`config.mk`:
```
export PLATFORM = sky130hd
export DESIGN_NAME = i2c_bit_level_master_unit
export DESIGN_NICKNAME = d
export VERILOG_FILES = /design/src/hw/rtl/i2cblm_pkg.sv /design/src/hw/rtl/i2cblm_engine.sv /design/src/hw/rtl/i2cblm_out_buffer.sv /design/src/hw/rtl/i2c_bit_level_master_unit.sv
export SDC_FILE = /design/constraint.sdc
export NUM_CORES = 1
export LEC_CHECK = 0
export BUFFER_PORTS_ARGS = -buffer_cell sky130_fd_sc_hd__buf_2
export CAP_MARGIN = 10
export CORE_MARGIN = 2
export CORE_UTILIZATION = 35
export CTS_CLUSTER_DIAMETER = 30
export CTS_CLUSTER_SIZE = 30
export DETAILED_ROUTE_END_ITERATION = 7
export RECOVER_POWER = 100
export SETUP_SLACK_MARGIN = 0.3
export SKIP_CTS_REPAIR_TIMING = 1
export SKIP_LAST_GASP = 1
export SLEW_MARGIN = 20
export SYNTH_ARGS = -nofsm -noshare
export SYNTH_HDL_FRONTEND = slang
export SYNTH_SLANG_ARGS = --single-unit
```
`constraint.sdc`:
```
create_clock -name clock -period 13.35 [get_ports clock]
set_clock_uncertainty 0.2 [all_clocks]
set_input_delay 2.0025 -clock clock [delete_from_list [all_inputs] [get_ports clock]]
set_output_delay 2.0025 -clock clock [all_outputs]
set_load 0.01 [all_outputs]
```
`src/hw/rtl/i2cblm_pkg.sv`:
```
`timescale 1ns / 1ps
// -----------------------------------------------------------------------------
// i2cblm_pkg
// Shared types and constants for the I2C bit-level master engine.
// -----------------------------------------------------------------------------
package i2cblm_pkg;

   localparam int unsigned HalfPeriodWidth = 16;
   localparam int unsigned BitsPerByte     = 8;
   localparam logic [HalfPeriodWidth-1:0] HalfPeriodReset = 16'd5;

   typedef enum logic [2:0] {
      CMD_NONE  = 3'd0,
      CMD_START = 3'd1,
      CMD_STOP  = 3'd2,
      CMD_WRITE = 3'd3,
      CMD_READ  = 3'd4
   } command_type;

   typedef enum logic [3:0] {
      PH_IDLE     = 4'd0,
      PH_START_A  = 4'd1,
      PH_START_B  = 4'd2,
      PH_STOP_A   = 4'd3,
      PH_STOP_B   = 4'd4,
      PH_BIT_LOW  = 4'd5,
      PH_BIT_HIGH = 4'd6,
      PH_ACK_LOW  = 4'd7,
      PH_ACK_HIGH = 4'd8,
      PH_FINISH   = 4'd9
   } phase_type;

   typedef struct packed {
      logic [2:0] action;
      logic [7:0] write_byte;
      logic       send_nack;
      logic       sda_in;
   } req_item_type;

   typedef struct packed {
      logic       scl_level;
      logic       sda_release;
      logic       busy_res;
      logic       done_res;
      logic [7:0] read_byte;
      logic       ack_seen;
   } rsp_item_type;

endpackage

```
`src/hw/rtl/i2cblm_engine.sv`:
```
`timescale 1ns / 1ps
// -----------------------------------------------------------------------------
// i2cblm_engine
// Bus sequencer: advances the command state by one tick per accepted item and
// produces that tick's line levels and status.
// -----------------------------------------------------------------------------
module i2cblm_engine (
   input  logic                                        clock,
   input  logic                                        reset,
   input  logic                                        csr_wr_en,
   input  logic [i2cblm_pkg::HalfPeriodWidth-1:0]      csr_wr_data,
   input  logic                                        tick_accept,
   input  i2cblm_pkg::req_item_type                    tick_item,
   output i2cblm_pkg::rsp_item_type                    tick_result
);

   localparam int unsigned HpW = i2cblm_pkg::HalfPeriodWidth;

   logic [HpW-1:0]              half_period_ff;
   i2cblm_pkg::phase_type       phase_ff, phase_in;
   logic [3:0]                  bit_count_ff, bit_count_in;
   logic [7:0]                  shift_ff, shift_in;
   logic [HpW-1:0]              tick_count_ff, tick_count_in;
   i2cblm_pkg::command_type     command_ff, command_in;
   logic                        nack_ff, nack_in;
   logic                        scl_ff, scl_in;
   logic                        sda_ff, sda_in;
   logic                        ack_ff, ack_in;
   logic [7:0]                  read_ff, read_in;

   logic [HpW-1:0]              half_eff;
   logic [HpW:0]                tick_next;
   logic                        busy;
   logic                        done;
   logic                        is_write;
   logic                        start_cmd;

   always_comb begin
      half_eff  = (half_period_ff == '0) ? HpW'(1) : half_period_ff;
      start_cmd = (phase_ff == i2cblm_pkg::PH_IDLE) &&
                  (tick_item.action >= i2cblm_pkg::CMD_START) &&
                  (tick_item.action <= i2cblm_pkg::CMD_READ);

      phase_in      = phase_ff;
      bit_count_in  = bit_count_ff;
      shift_in      = shift_ff;
      tick_count_in = tick_count_ff;
      command_in    = command_ff;
      nack_in       = nack_ff;
      scl_in        = scl_ff;
      sda_in        = sda_ff;
      ack_in        = ack_ff;
      read_in       = read_ff;
      busy          = 1'b0;
      done          = 1'b0;

      // load a new command, then run this tick on the loaded state
      if (start_cmd) begin
         command_in    = i2cblm_pkg::command_type'(tick_item.action);
         nack_in       = tick_item.send_nack;
         bit_count_in  = '0;
         tick_count_in = '0;
         shift_in      = (tick_item.action == i2cblm_pkg::CMD_WRITE) ?
                         tick_item.write_byte : 8'd0;
         if (tick_item.action == i2cblm_pkg::CMD_START)
            phase_in = i2cblm_pkg::PH_START_A;
         else if (tick_item.action == i2cblm_pkg::CMD_STOP)
            phase_in = i2cblm_pkg::PH_STOP_A;
         else
            phase_in = i2cblm_pkg::PH_BIT_LOW;
      end

      is_write  = (command_in == i2cblm_pkg::CMD_WRITE);
      tick_next = {1'b0, tick_count_in} + (HpW+1)'(1);

      if (phase_in == i2cblm_pkg::PH_FINISH) begin
         priority if (command_in == i2cblm_pkg::CMD_START) begin
            scl_in = 1'b0;
            sda_in = 1'b0;
         end else if (command_in == i2cblm_pkg::CMD_STOP) begin
            scl_in = 1'b1;
            sda_in = 1'b1;
         end else begin
            scl_in = 1'b0;
            sda_in = 1'b1;
         end
         phase_in      = i2cblm_pkg::PH_IDLE;
         tick_count_in = '0;
         done          = 1'b1;
      end else if (phase_in != i2cblm_pkg::PH_IDLE) begin
         busy = 1'b1;
         // drive the segment levels
         unique case (phase_in)
            i2cblm_pkg::PH_START_A: begin scl_in = 1'b1; sda_in = 1'b1; end
            i2cblm_pkg::PH_START_B: begin scl_in = 1'b1; sda_in = 1'b0; end
            i2cblm_pkg::PH_STOP_A:  begin scl_in = 1'b0; sda_in = 1'b0; end
            i2cblm_pkg::PH_STOP_B:  begin scl_in = 1'b1; sda_in = 1'b1; end
            i2cblm_pkg::PH_BIT_LOW, i2cblm_pkg::PH_BIT_HIGH: begin
               scl_in = (phase_in == i2cblm_pkg::PH_BIT_HIGH);
               sda_in = is_write ? shift_in[7] : 1'b1;
            end
            i2cblm_pkg::PH_ACK_LOW, i2cblm_pkg::PH_ACK_HIGH: begin
               scl_in = (phase_in == i2cblm_pkg::PH_ACK_HIGH);
               sda_in = is_write ? 1'b1 : nack_in;
            end
            default: begin end
         endcase

         if (tick_next >= {1'b0, half_eff}) begin
            // segment ends; sample on the last tick of scl high
            tick_count_in = '0;
            unique case (phase_in)
               i2cblm_pkg::PH_START_A: phase_in = i2cblm_pkg::PH_START_B;
               i2cblm_pkg::PH_STOP_A:  phase_in = i2cblm_pkg::PH_STOP_B;
               i2cblm_pkg::PH_START_B,
               i2cblm_pkg::PH_STOP_B:  phase_in = i2cblm_pkg::PH_FINISH;
               i2cblm_pkg::PH_BIT_LOW: phase_in = i2cblm_pkg::PH_BIT_HIGH;
               i2cblm_pkg::PH_BIT_HIGH: begin
                  shift_in     = {shift_in[6:0], (is_write ? 1'b0 : tick_item.sda_in)};
                  bit_count_in = bit_count_in + 4'd1;
                  phase_in     = (bit_count_in >= 4'(i2cblm_pkg::BitsPerByte)) ?
                                 i2cblm_pkg::PH_ACK_LOW : i2cblm_pkg::PH_BIT_LOW;
               end
               i2cblm_pkg::PH_ACK_LOW: phase_in = i2cblm_pkg::PH_ACK_HIGH;
               i2cblm_pkg::PH_ACK_HIGH: begin
                  if (is_write)
                     ack_in = ~tick_item.sda_in;
                  else
                     read_in = shift_in;
                  phase_in = i2cblm_pkg::PH_FINISH;
               end
               default: phase_in = i2cblm_pkg::PH_IDLE;
            endcase
         end else begin
            tick_count_in = tick_next[HpW-1:0];
         end
      end

      tick_result.scl_level   = scl_in;
      tick_result.sda_release = sda_in;
      tick_result.busy_res    = busy;
      tick_result.done_res    = done;
      tick_result.read_byte   = read_in;
      tick_result.ack_seen    = ack_in;
   end

   always_ff @(posedge clock) begin
      if (reset) begin
         half_period_ff <= i2cblm_pkg::HalfPeriodReset;
         phase_ff       <= i2cblm_pkg::PH_IDLE;
         bit_count_ff   <= '0;
         shift_ff       <= '0;
         tick_count_ff  <= '0;
         command_ff     <= i2cblm_pkg::CMD_NONE;
         nack_ff        <= 1'b0;
         scl_ff         <= 1'b1;
         sda_ff         <= 1'b1;
         ack_ff         <= 1'b0;
         read_ff        <= '0;
      end else begin
         if (csr_wr_en)
            half_period_ff <= csr_wr_data;
         if (tick_accept) begin
            phase_ff      <= phase_in;
            bit_count_ff  <= bit_count_in;
            shift_ff      <= shift_in;
            tick_count_ff <= tick_count_in;
            command_ff    <= command_in;
            nack_ff       <= nack_in;
            scl_ff        <= scl_in;
            sda_ff        <= sda_in;
            ack_ff        <= ack_in;
            read_ff       <= read_in;
         end
      end
   end

endmodule

```
`src/hw/rtl/i2cblm_out_buffer.sv`:
```
`timescale 1ns / 1ps
// -----------------------------------------------------------------------------
// i2cblm_out_buffer
// Two-entry result buffer: output register plus skid register, so the input
// side keeps flowing while a result waits on a stalled receiver.
// -----------------------------------------------------------------------------
module i2cblm_out_buffer (
   input  logic                      clock,
   input  logic                      reset,
   input  logic                      in_valid,
   output logic                      in_stall,
   input  i2cblm_pkg::rsp_item_type  in_item,
   output logic                      out_valid,
   input  logic                      out_stall,
   output i2cblm_pkg::rsp_item_type  out_item
);

   logic                     out_valid_ff, out_valid_in;
   i2cblm_pkg::rsp_item_type out_item_ff, out_item_in;
   logic                     skid_valid_ff, skid_valid_in;
   i2cblm_pkg::rsp_item_type skid_item_ff, skid_item_in;
   logic                     in_take;
   logic                     out_free;

   always_comb begin
      in_take       = in_valid && !skid_valid_ff;
      out_free      = !out_valid_ff || !out_stall;
      out_valid_in  = out_valid_ff;
      out_item_in   = out_item_ff;
      skid_valid_in = skid_valid_ff;
      skid_item_in  = skid_item_ff;
      if (out_free) begin
         if (skid_valid_ff) begin
            out_valid_in  = 1'b1;
            out_item_in   = skid_item_ff;
            skid_valid_in = 1'b0;
         end else begin
            out_valid_in = in_take;
            out_item_in  = in_item;
         end
      end else if (in_take) begin
         skid_valid_in = 1'b1;
         skid_item_in  = in_item;
      end
   end

   always_ff @(posedge clock) begin
      if (reset) begin
         out_valid_ff  <= 1'b0;
         skid_valid_ff <= 1'b0;
      end else begin
         out_valid_ff  <= out_valid_in;
         skid_valid_ff <= skid_valid_in;
      end
      out_item_ff  <= out_item_in;
      skid_item_ff <= skid_item_in;
   end

   assign in_stall  = skid_valid_ff;
   assign out_valid = out_valid_ff;
   assign out_item  = out_item_ff;

endmodule

```
`src/hw/rtl/i2c_bit_level_master_unit.sv`:
```
`timescale 1ns / 1ps
// -----------------------------------------------------------------------------
// i2c_bit_level_master_unit
// I2C master bit engine stepped once per item.
// -----------------------------------------------------------------------------
// Each accepted item is one bus tick: the engine updates its command state and
// line levels in the same cycle and the tick's result is registered in the
// output buffer. One item is taken every clock cycle; the only limit is the
// receiver, since a two-entry result buffer stalls the input only when both
// its entries hold results that have not been taken. Commands are taken only
// while no command runs. The user must write the half period register through
// csr_wr_en and csr_wr_data only while the engine is idle; the block does not enforce this.
// -----------------------------------------------------------------------------
module i2c_bit_level_master_unit (
   input  logic                                   clock,
   input  logic                                   reset,
   input  logic                                   req_valid,
   output logic                                   req_stall,
   input  i2cblm_pkg::req_item_type               req_item,
   output logic                                   rsp_valid,
   input  logic                                   rsp_stall,
   output i2cblm_pkg::rsp_item_type               rsp_item,
   input  logic                                   csr_wr_en,
   input  logic [i2cblm_pkg::HalfPeriodWidth-1:0] csr_wr_data
);

   logic                     tick_accept;
   i2cblm_pkg::rsp_item_type tick_result;

   assign tick_accept = req_valid && !req_stall;

   i2cblm_engine u_engine (
      .clock       (clock),
      .reset       (reset),
      .csr_wr_en   (csr_wr_en),
      .csr_wr_data (csr_wr_data),
      .tick_accept (tick_accept),
      .tick_item   (req_item),
      .tick_result (tick_result)
   );

   i2cblm_out_buffer u_out_buffer (
      .clock     (clock),
      .reset     (reset),
      .in_valid  (req_valid),
      .in_stall  (req_stall),
      .in_item   (tick_result),
      .out_valid (rsp_valid),
      .out_stall (rsp_stall),
      .out_item  (rsp_item)
   );

endmodule

```
==> results of run 1 <==
[layer usage]
layer	GRT usage, %	part of all wire, %
met2	25.4	46
met1	20.8	46
met5	0	0
met4	5.82	2.0
met3	3.98	6.2
[cell type report]
| class | instances | area (µm²) |
|---|---|---|
| clock buffers | 10 | 229 |
| clock inverters | 6 | 73.8 |
| fillers | 1467 | 8720 |
| inverters | 27 | 101 |
| multi-input cells | 422 | 2760 |
| flip-flops and latches | 91 | 2080 |
| well taps | 184 | 230 |
| repair buffers | 51 | 234 |
[through the flow]
stage	setup WS (ps)	power [mW]	cell area, µm²
after global placement	6530	0.396	5450
after detailed placement	6340	0.399	5450
after CTS	6700	0.659	5750
after global routing	4210	0.679	5710
final	4820	0.651	5710
after floorplan	6920	0.373	5130
[worst min path at each step]
stage | from | to
6_report | u_engine.shift_ff[3] | u_engine.shift_ff[3]
5_1_grt | u_engine.half_period_ff[0] | u_engine.half_period_ff[0]
4_1_cts | u_engine.shift_ff[3] | u_engine.shift_ff[3]
3_5_place_dp | u_engine.shift_ff[3] | u_engine.shift_ff[3]
3_3_place_gp | u_engine.half_period_ff[0] | u_engine.half_period_ff[0]
2_1_floorplan | u_engine.half_period_ff[0] | u_engine.half_period_ff[0]
[cell families after synthesis]
| kind of cell | after synthesis |
|---|---|
| adder cells (fa/ha/maj) | 18 |
| multiplexers | 29 |
| XOR/XNOR | 15 |
| flip-flops | 91 |
| AND/OR/NAND/NOR | 205 |
| buffers and inverters | 68 |
| AO/OA/AOI/OAI | 155 |
[critical path: cells and delay by family]
kind / cells / cell delay, ps
AND/OR/NAND/NOR: 8 / 2980
buffers and inverters: 2 / 1720
AO/OA/AOI/OAI: 4 / 1050
adder cells (fa/ha/maj): 2 / 600
XOR/XNOR: 1 / 180
[cells in the final DEF (no fill, tap or decap), types with 6 or more instances in the layout]
cell type,count
nor2_1,65
dfxtp_1,65
nand2_1,47
buf_2,31
a21oi_1,29
mux2i_1,28
inv_1,27
edfxtp_1,26
o21ai_0,23
clkbuf_1,20
ha_1,18
nand3_1,16
a31oi_1,15
o31ai_1,13
nor3_1,11
a22o_1,11
and2_1,11
nand4_1,10
and3_1,10
xnor2_1,9
clkbuf_16,9
o311ai_0,7
o211ai_1,7
a311oi_1,7
xor2_1,6
or3_1,6
a32oi_1,6
[synthesized netlist by cell type (all sizes together), types with 9 or more instances]
cell	instances	area (µm²)
o31ai	13	97.6
a22o	11	96.3
a21oi	29	145
and2	12	75.1
nand2	47	176
a31oi	15	93.8
mux2i	28	280
inv	27	101
buf	17	108
and3	10	62.6
clkbuf	24	90.1
nand3	16	80.1
dfxtp	65	1300
nand4	10	62.6
edfxtp	26	781
o21ai	25	125
xnor2	9	78.8
ha	18	225
nor2	66	253
nor3	13	75.1
[power breakdown]
group | switching, mW | internal (mW)
sequential | 0.00932 | 0.294
combinational | 0.0558 | 0.0316
clock | 0.112 | 0.147
[sequential cells by signal, indices dropped and copies added (netlist names), 3 cells and up]
| name | count |
|---|---|
| u_engine.read_ff | 8 |
| u_out_buffer.skid_item_ff | 13 |
| u_out_buffer.out_item | 13 |
| u_engine.bit_count_ff | 4 |
| u_engine.tick_count_ff | 16 |
| u_engine.phase_ff | 4 |
| u_engine.half_period_ff | 16 |
| u_engine.command_ff | 3 |
| u_engine.shift_ff | 8 |
==> metrics, run 1 <==
Slew Viols, Final 93; vias between 4k and 5k; Post-synth EDFFs 26; CTS sink cnt roughly 90; number of CTS-inserted buffers 9; WL final between 10 and 15 mm; synthesized flop and latch total 91; n_diodes 0; CP Cell Sequence clkbuf_1 -> nor3_1 -> or3_1 -> and2_0 -> ha_1 -> nand3_1 -> nor4_1 -> xnor2_1 -> nor2_1 -> ha_1 -> nand2_1 -> o21ai_0 -> o21ai_0 -> o21ai_4 -> clkbuf_1 -> nor2_1 -> a221o_1; Syn Area/Cell around 9 µm²; Reg2Reg Depth 17; remaining global-route overflow 0; Pre-antenna DRT Iters 5; Hold Path Class reg -> reg; Pleak between 2 and 2.5 nW; critical path class in -> reg; asr flop ratio synth 0%; DR WL/cell ~16 µm; Residual DRC 0; gr usage total around 16%; Seq/Total Area, Yosys 40.6%; Max stage delay on crit path about 1500 ps; number of DRC markers in iteration 0 about 350; DP HPWL between 8 and 9 mm; Die Wd approximately 130 µm; crit path capture u_engine.tick_count_ff[10]; dpl cells between 700 and 800; total of max-cap violations 2; Worst R2R End u_engine.tick_count_ff[10]; register-to-register setup slack 6290 ps; die area 0.0156 mm²; Post-Synth Simple-Gate Area about a fifth; vias per inst 5.58; post-synthesis mux area share about 5.7%; Area Growth Syn to Fin 11.2%; Synth Area in Adders under 10%; critical path required time ~13000 ps; Final setup viols 0; GPL Wtd Cong 0.843; Setup crit start req_item[10]; Worst slew margin -40.1%; Min Hold Slack just under 300 ps; final design utilization 39.6%; Clk Latency, worst-skew pair 340 ps; outcome finished, violations left; Worst Tran Pin Value roughly 2100 ps; setup_tns 0 ps; Crit-path slowest cell clkbuf_1; TritonCTS clock tree done; io pins slightly below 50; largest net degree at the start of global routing 48; fin crit share between 60% and 70%; violated checks capacitance limit, slew limit; largest family of logic cells by synthesized area compound AO/OA/AOI/OAI gates; CP max FO 47; PD cells 114 mW/mm²; worst vdd rail ir drop 0.0585 mV; Final min period 8530 ps; CP Capture Type register; final instance count without filler cells ~800; top_reg_cell synth dfxtp_1; H-tree depth 3; xor/xnor share of the synthesized area under 10%; # port buffers between 40 and 50; Synthesis Warnings 0; initial antenna violation count 0; fmax between 100 and 150 MHz; RSZ-0062 raised after global routing no; row count 44; Post-Syn Instances slightly below 600; vias in the first global route approximately 4.1k; Worst Path Arrival approximately 8600 ps; Fin. Hold Viols 0; Netlist Area Pre-Place just over 0.005 mm²; worst r2r src u_engine.phase_ff[0]; Yosys cell types 64; syn nets 633; Nets approximately 650; Final ANT Viol Nets 0; Synth Area in Compound Gates a little over a fifth; Max Root-Sink Buffers 2; first-pass GRT wire length 20.5 mm; Root Driver clkbuf_16; Die H around 130 µm; Initial Util 35.6%; core box area roughly 0.014 mm²; Worst setup SP type primary input; clock transition at the registers of the reported paths ~70 ps; worst hold path depth 2; layout cell share with drive strength beyond 1 under 10%
Power figures use the tool's default switching activity.
==> inputs of run 2 (changes only) <==
Clock period 13.35 ns to 6.8 ns, I/O delays scaled along.
==> metrics, run 2 (synthesis gave the netlist of run 1 again) <==
Max stage delay on crit path 610 ps (-890 ps); number of DRC markers in iteration 0 397 (+12%); combinational share of power 13.0% (-0.4 points); Area Growth Syn to Fin 11.8%; Final ANT Viol Nets 0 (unchanged); TritonCTS clock tree done; clock transition at the registers of the reported paths 70 ps (about the same); DR WL/cell 15.5 µm (-1.6%); fmax 175 MHz; sequential power share 45.5% (-1.2 points); worst r2r src u_engine.phase_ff[0]; Min Hold Slack 291 ps (-2.72 ps); first-pass GRT wire length 20.3 mm (-1.2%); Reg2Reg Depth 13 (-4); Max Root-Sink Buffers 2 (unchanged); largest net degree at the start of global routing 48 (unchanged); vias 4370 (-0.91%); P_sw 0.344 mW (+94%); Regs by FF count u_engine.half_period_ff (16), u_engine.tick_count_ff (16); Die Wd 125 µm (unchanged); violated checks capacitance limit, slew limit; Crit-path slowest cell nor2_1; critical path required time 6880 ps (-6500 ps); RSZ-0062 raised after global routing no; # port buffers 48 (unchanged); Worst setup SP type primary input; Sw Ratio 26.2% (-0.97 points); CTS sink cnt 91 (unchanged); Initial Util 35.6% (unchanged); Pre-antenna DRT Iters 7 (+2); core box area 0.0144 mm² (unchanged); WL final 12.3 mm (-1.5%); Residual DRC 0 (unchanged); Final setup viols 0 (unchanged); io pins 49 (unchanged); Worst slew margin -35.3% (+4.8 points); clock network power share 41.5% (+1.6 points); final instance count without filler cells 792 (+0.13%); CP max FO 47 (unchanged); total power 1.31 mW (+100%); Slew Viols, Final 45 (-52%); fill count 1486 (+1.3%); Hold Path Class reg -> reg; n_diodes 0 (unchanged); H-tree depth 3 (unchanged); total of max-cap violations 1 (-1); register-to-register setup slack 1220 ps (-5070 ps); number of CTS-inserted buffers 9 (unchanged); worst hold endpoint u_engine.read_ff[0]; remaining global-route overflow 0 (unchanged); DP Area 0.00546 mm² (+0.14%); GPL Wtd Cong 0.872 (+3.4%); layout cell share with drive strength beyond 1 9.70% (+0.31 points); Final min period 5720 ps; CP Capture Type register; die area 0.0156 mm² (unchanged); pre-CTS worst setup slack 833 ps (-5510 ps); PD cells 229 mW/mm² (+100%); Root Driver clkbuf_16; setup_tns 0 ps (unchanged); Internal 0.967 mW (+100%); DP HPWL 8.61 mm (-1.3%); outcome finished, violations left; Worst Path Arrival 5800 ps (-2760 ps); fin crit share a little over four fifths; Clk Latency, worst-skew pair 340 ps (about the same); Pleak 2.13 nW (+0.99%); post-route cell area 0.00573 mm² (+0.48%); Hold Crit Start u_engine.read_ff[0]; Die H 125 µm (unchanged); Worst R2R End u_engine.tick_count_ff[10]; Worst Tran Pin Value 2030 ps (-72.5 ps); initial antenna violation count 0 (unchanged); worst hold path depth 2 (unchanged); vias per inst 5.52 (-1.0%); most frequent cells in the layout nor2_1, dfxtp_1, nand2_1; gr usage total 15.6% (-0.25 points); Nets 655 (+0.15%); critical path class in -> reg; CP Cell Sequence clkbuf_1 -> nor3_1 -> or3_4 -> and2_0 -> ha_1 -> nand3_1 -> nor4_1 -> xnor2_1 -> nor2_1 -> ha_1 -> a21oi_1 -> o21ai_0 -> a211oi_1 -> o21ai_4 -> buf_4 -> nor2_1 -> a221o_1; final design utilization 39.8% (+0.19 points); vias in the first global route 4116 (-0.80%); Fin. Hold Viols 0 (unchanged); final worst slack 1080 ps (-3740 ps); row count 44 (unchanged); worst vdd rail ir drop 0.226 mV (+290%); dpl cells 776 (+0.13%)
[run 2: cell count changes in the layout (fill, tap and decap cells not counted), sizes merged]
cell	previous run	this run
buf	32	34
bufinv	1	2
clkbuf	29	28
clkinvlp	2	1
[run 2: metal layers]
layer	vias to the layer above	share of wire (%)	wire length [µm]	GRT usage, %
li1	2200	-	-	-
met5	-	0	0	0
met4	0	0.69	85	4.12
met1	2055	48	5940	21.2
met2	108	46	5620	25.4
met3	7	5.0	616	3.21
[run 2: worst max path at each step]
stage,slack (ps),cells after the start,to,from
2_1_floorplan,1360,20,u_out_buffer.out_item[0],req_item[11]
4_1_cts,1180,16,u_engine.read_ff[7],req_item[10]
6_report,1080,17,u_engine.tick_count_ff[10],req_item[10]
3_3_place_gp,980,16,u_engine.read_ff[7],req_item[10]
5_1_grt,650,16,u_engine.read_ff[7],req_item[10]
3_5_place_dp,830,16,u_engine.read_ff[7],req_item[10]
[run 2: power groups by stage]
stage | Clock (mW) | Combinational (mW) | Sequential [mW]
2_1_floorplan | 0 | 0.130 | 0.603
3_3_place_gp | 0 | 0.171 | 0.607
3_5_place_dp | 0 | 0.174 | 0.608
4_1_cts | 0.558 | 0.175 | 0.596
5_1_grt | 0.580 | 0.189 | 0.599
6_report | 0.545 | 0.170 | 0.596
[run 2: final cells by class]
| cell class | instances | area (µm²) | area share, % |
|---|---|---|---|
| Clock buffer | 10 | 229 | 3.99 |
| Clock inverter | 6 | 96.3 | 1.68 |
| Inverter | 27 | 101 | 1.77 |
| Multi-Input combinational cell | 422 | 2750 | 48.0 |
| Sequential cell | 91 | 2080 | 36.3 |
| Tap cell | 184 | 230 | 4.01 |
| Timing Repair Buffer | 52 | 245 | 4.28 |
[run 2: critical path: cells and delay by family]
| kind | cells | cell delay [ps] |
|---|---|---|
| buf+inv | 2 | 500 |
| simple gates | 7 | 2450 |
| fa+ha+maj | 2 | 580 |
| xor+xnor | 1 | 180 |
| compound gates | 5 | 1040 |
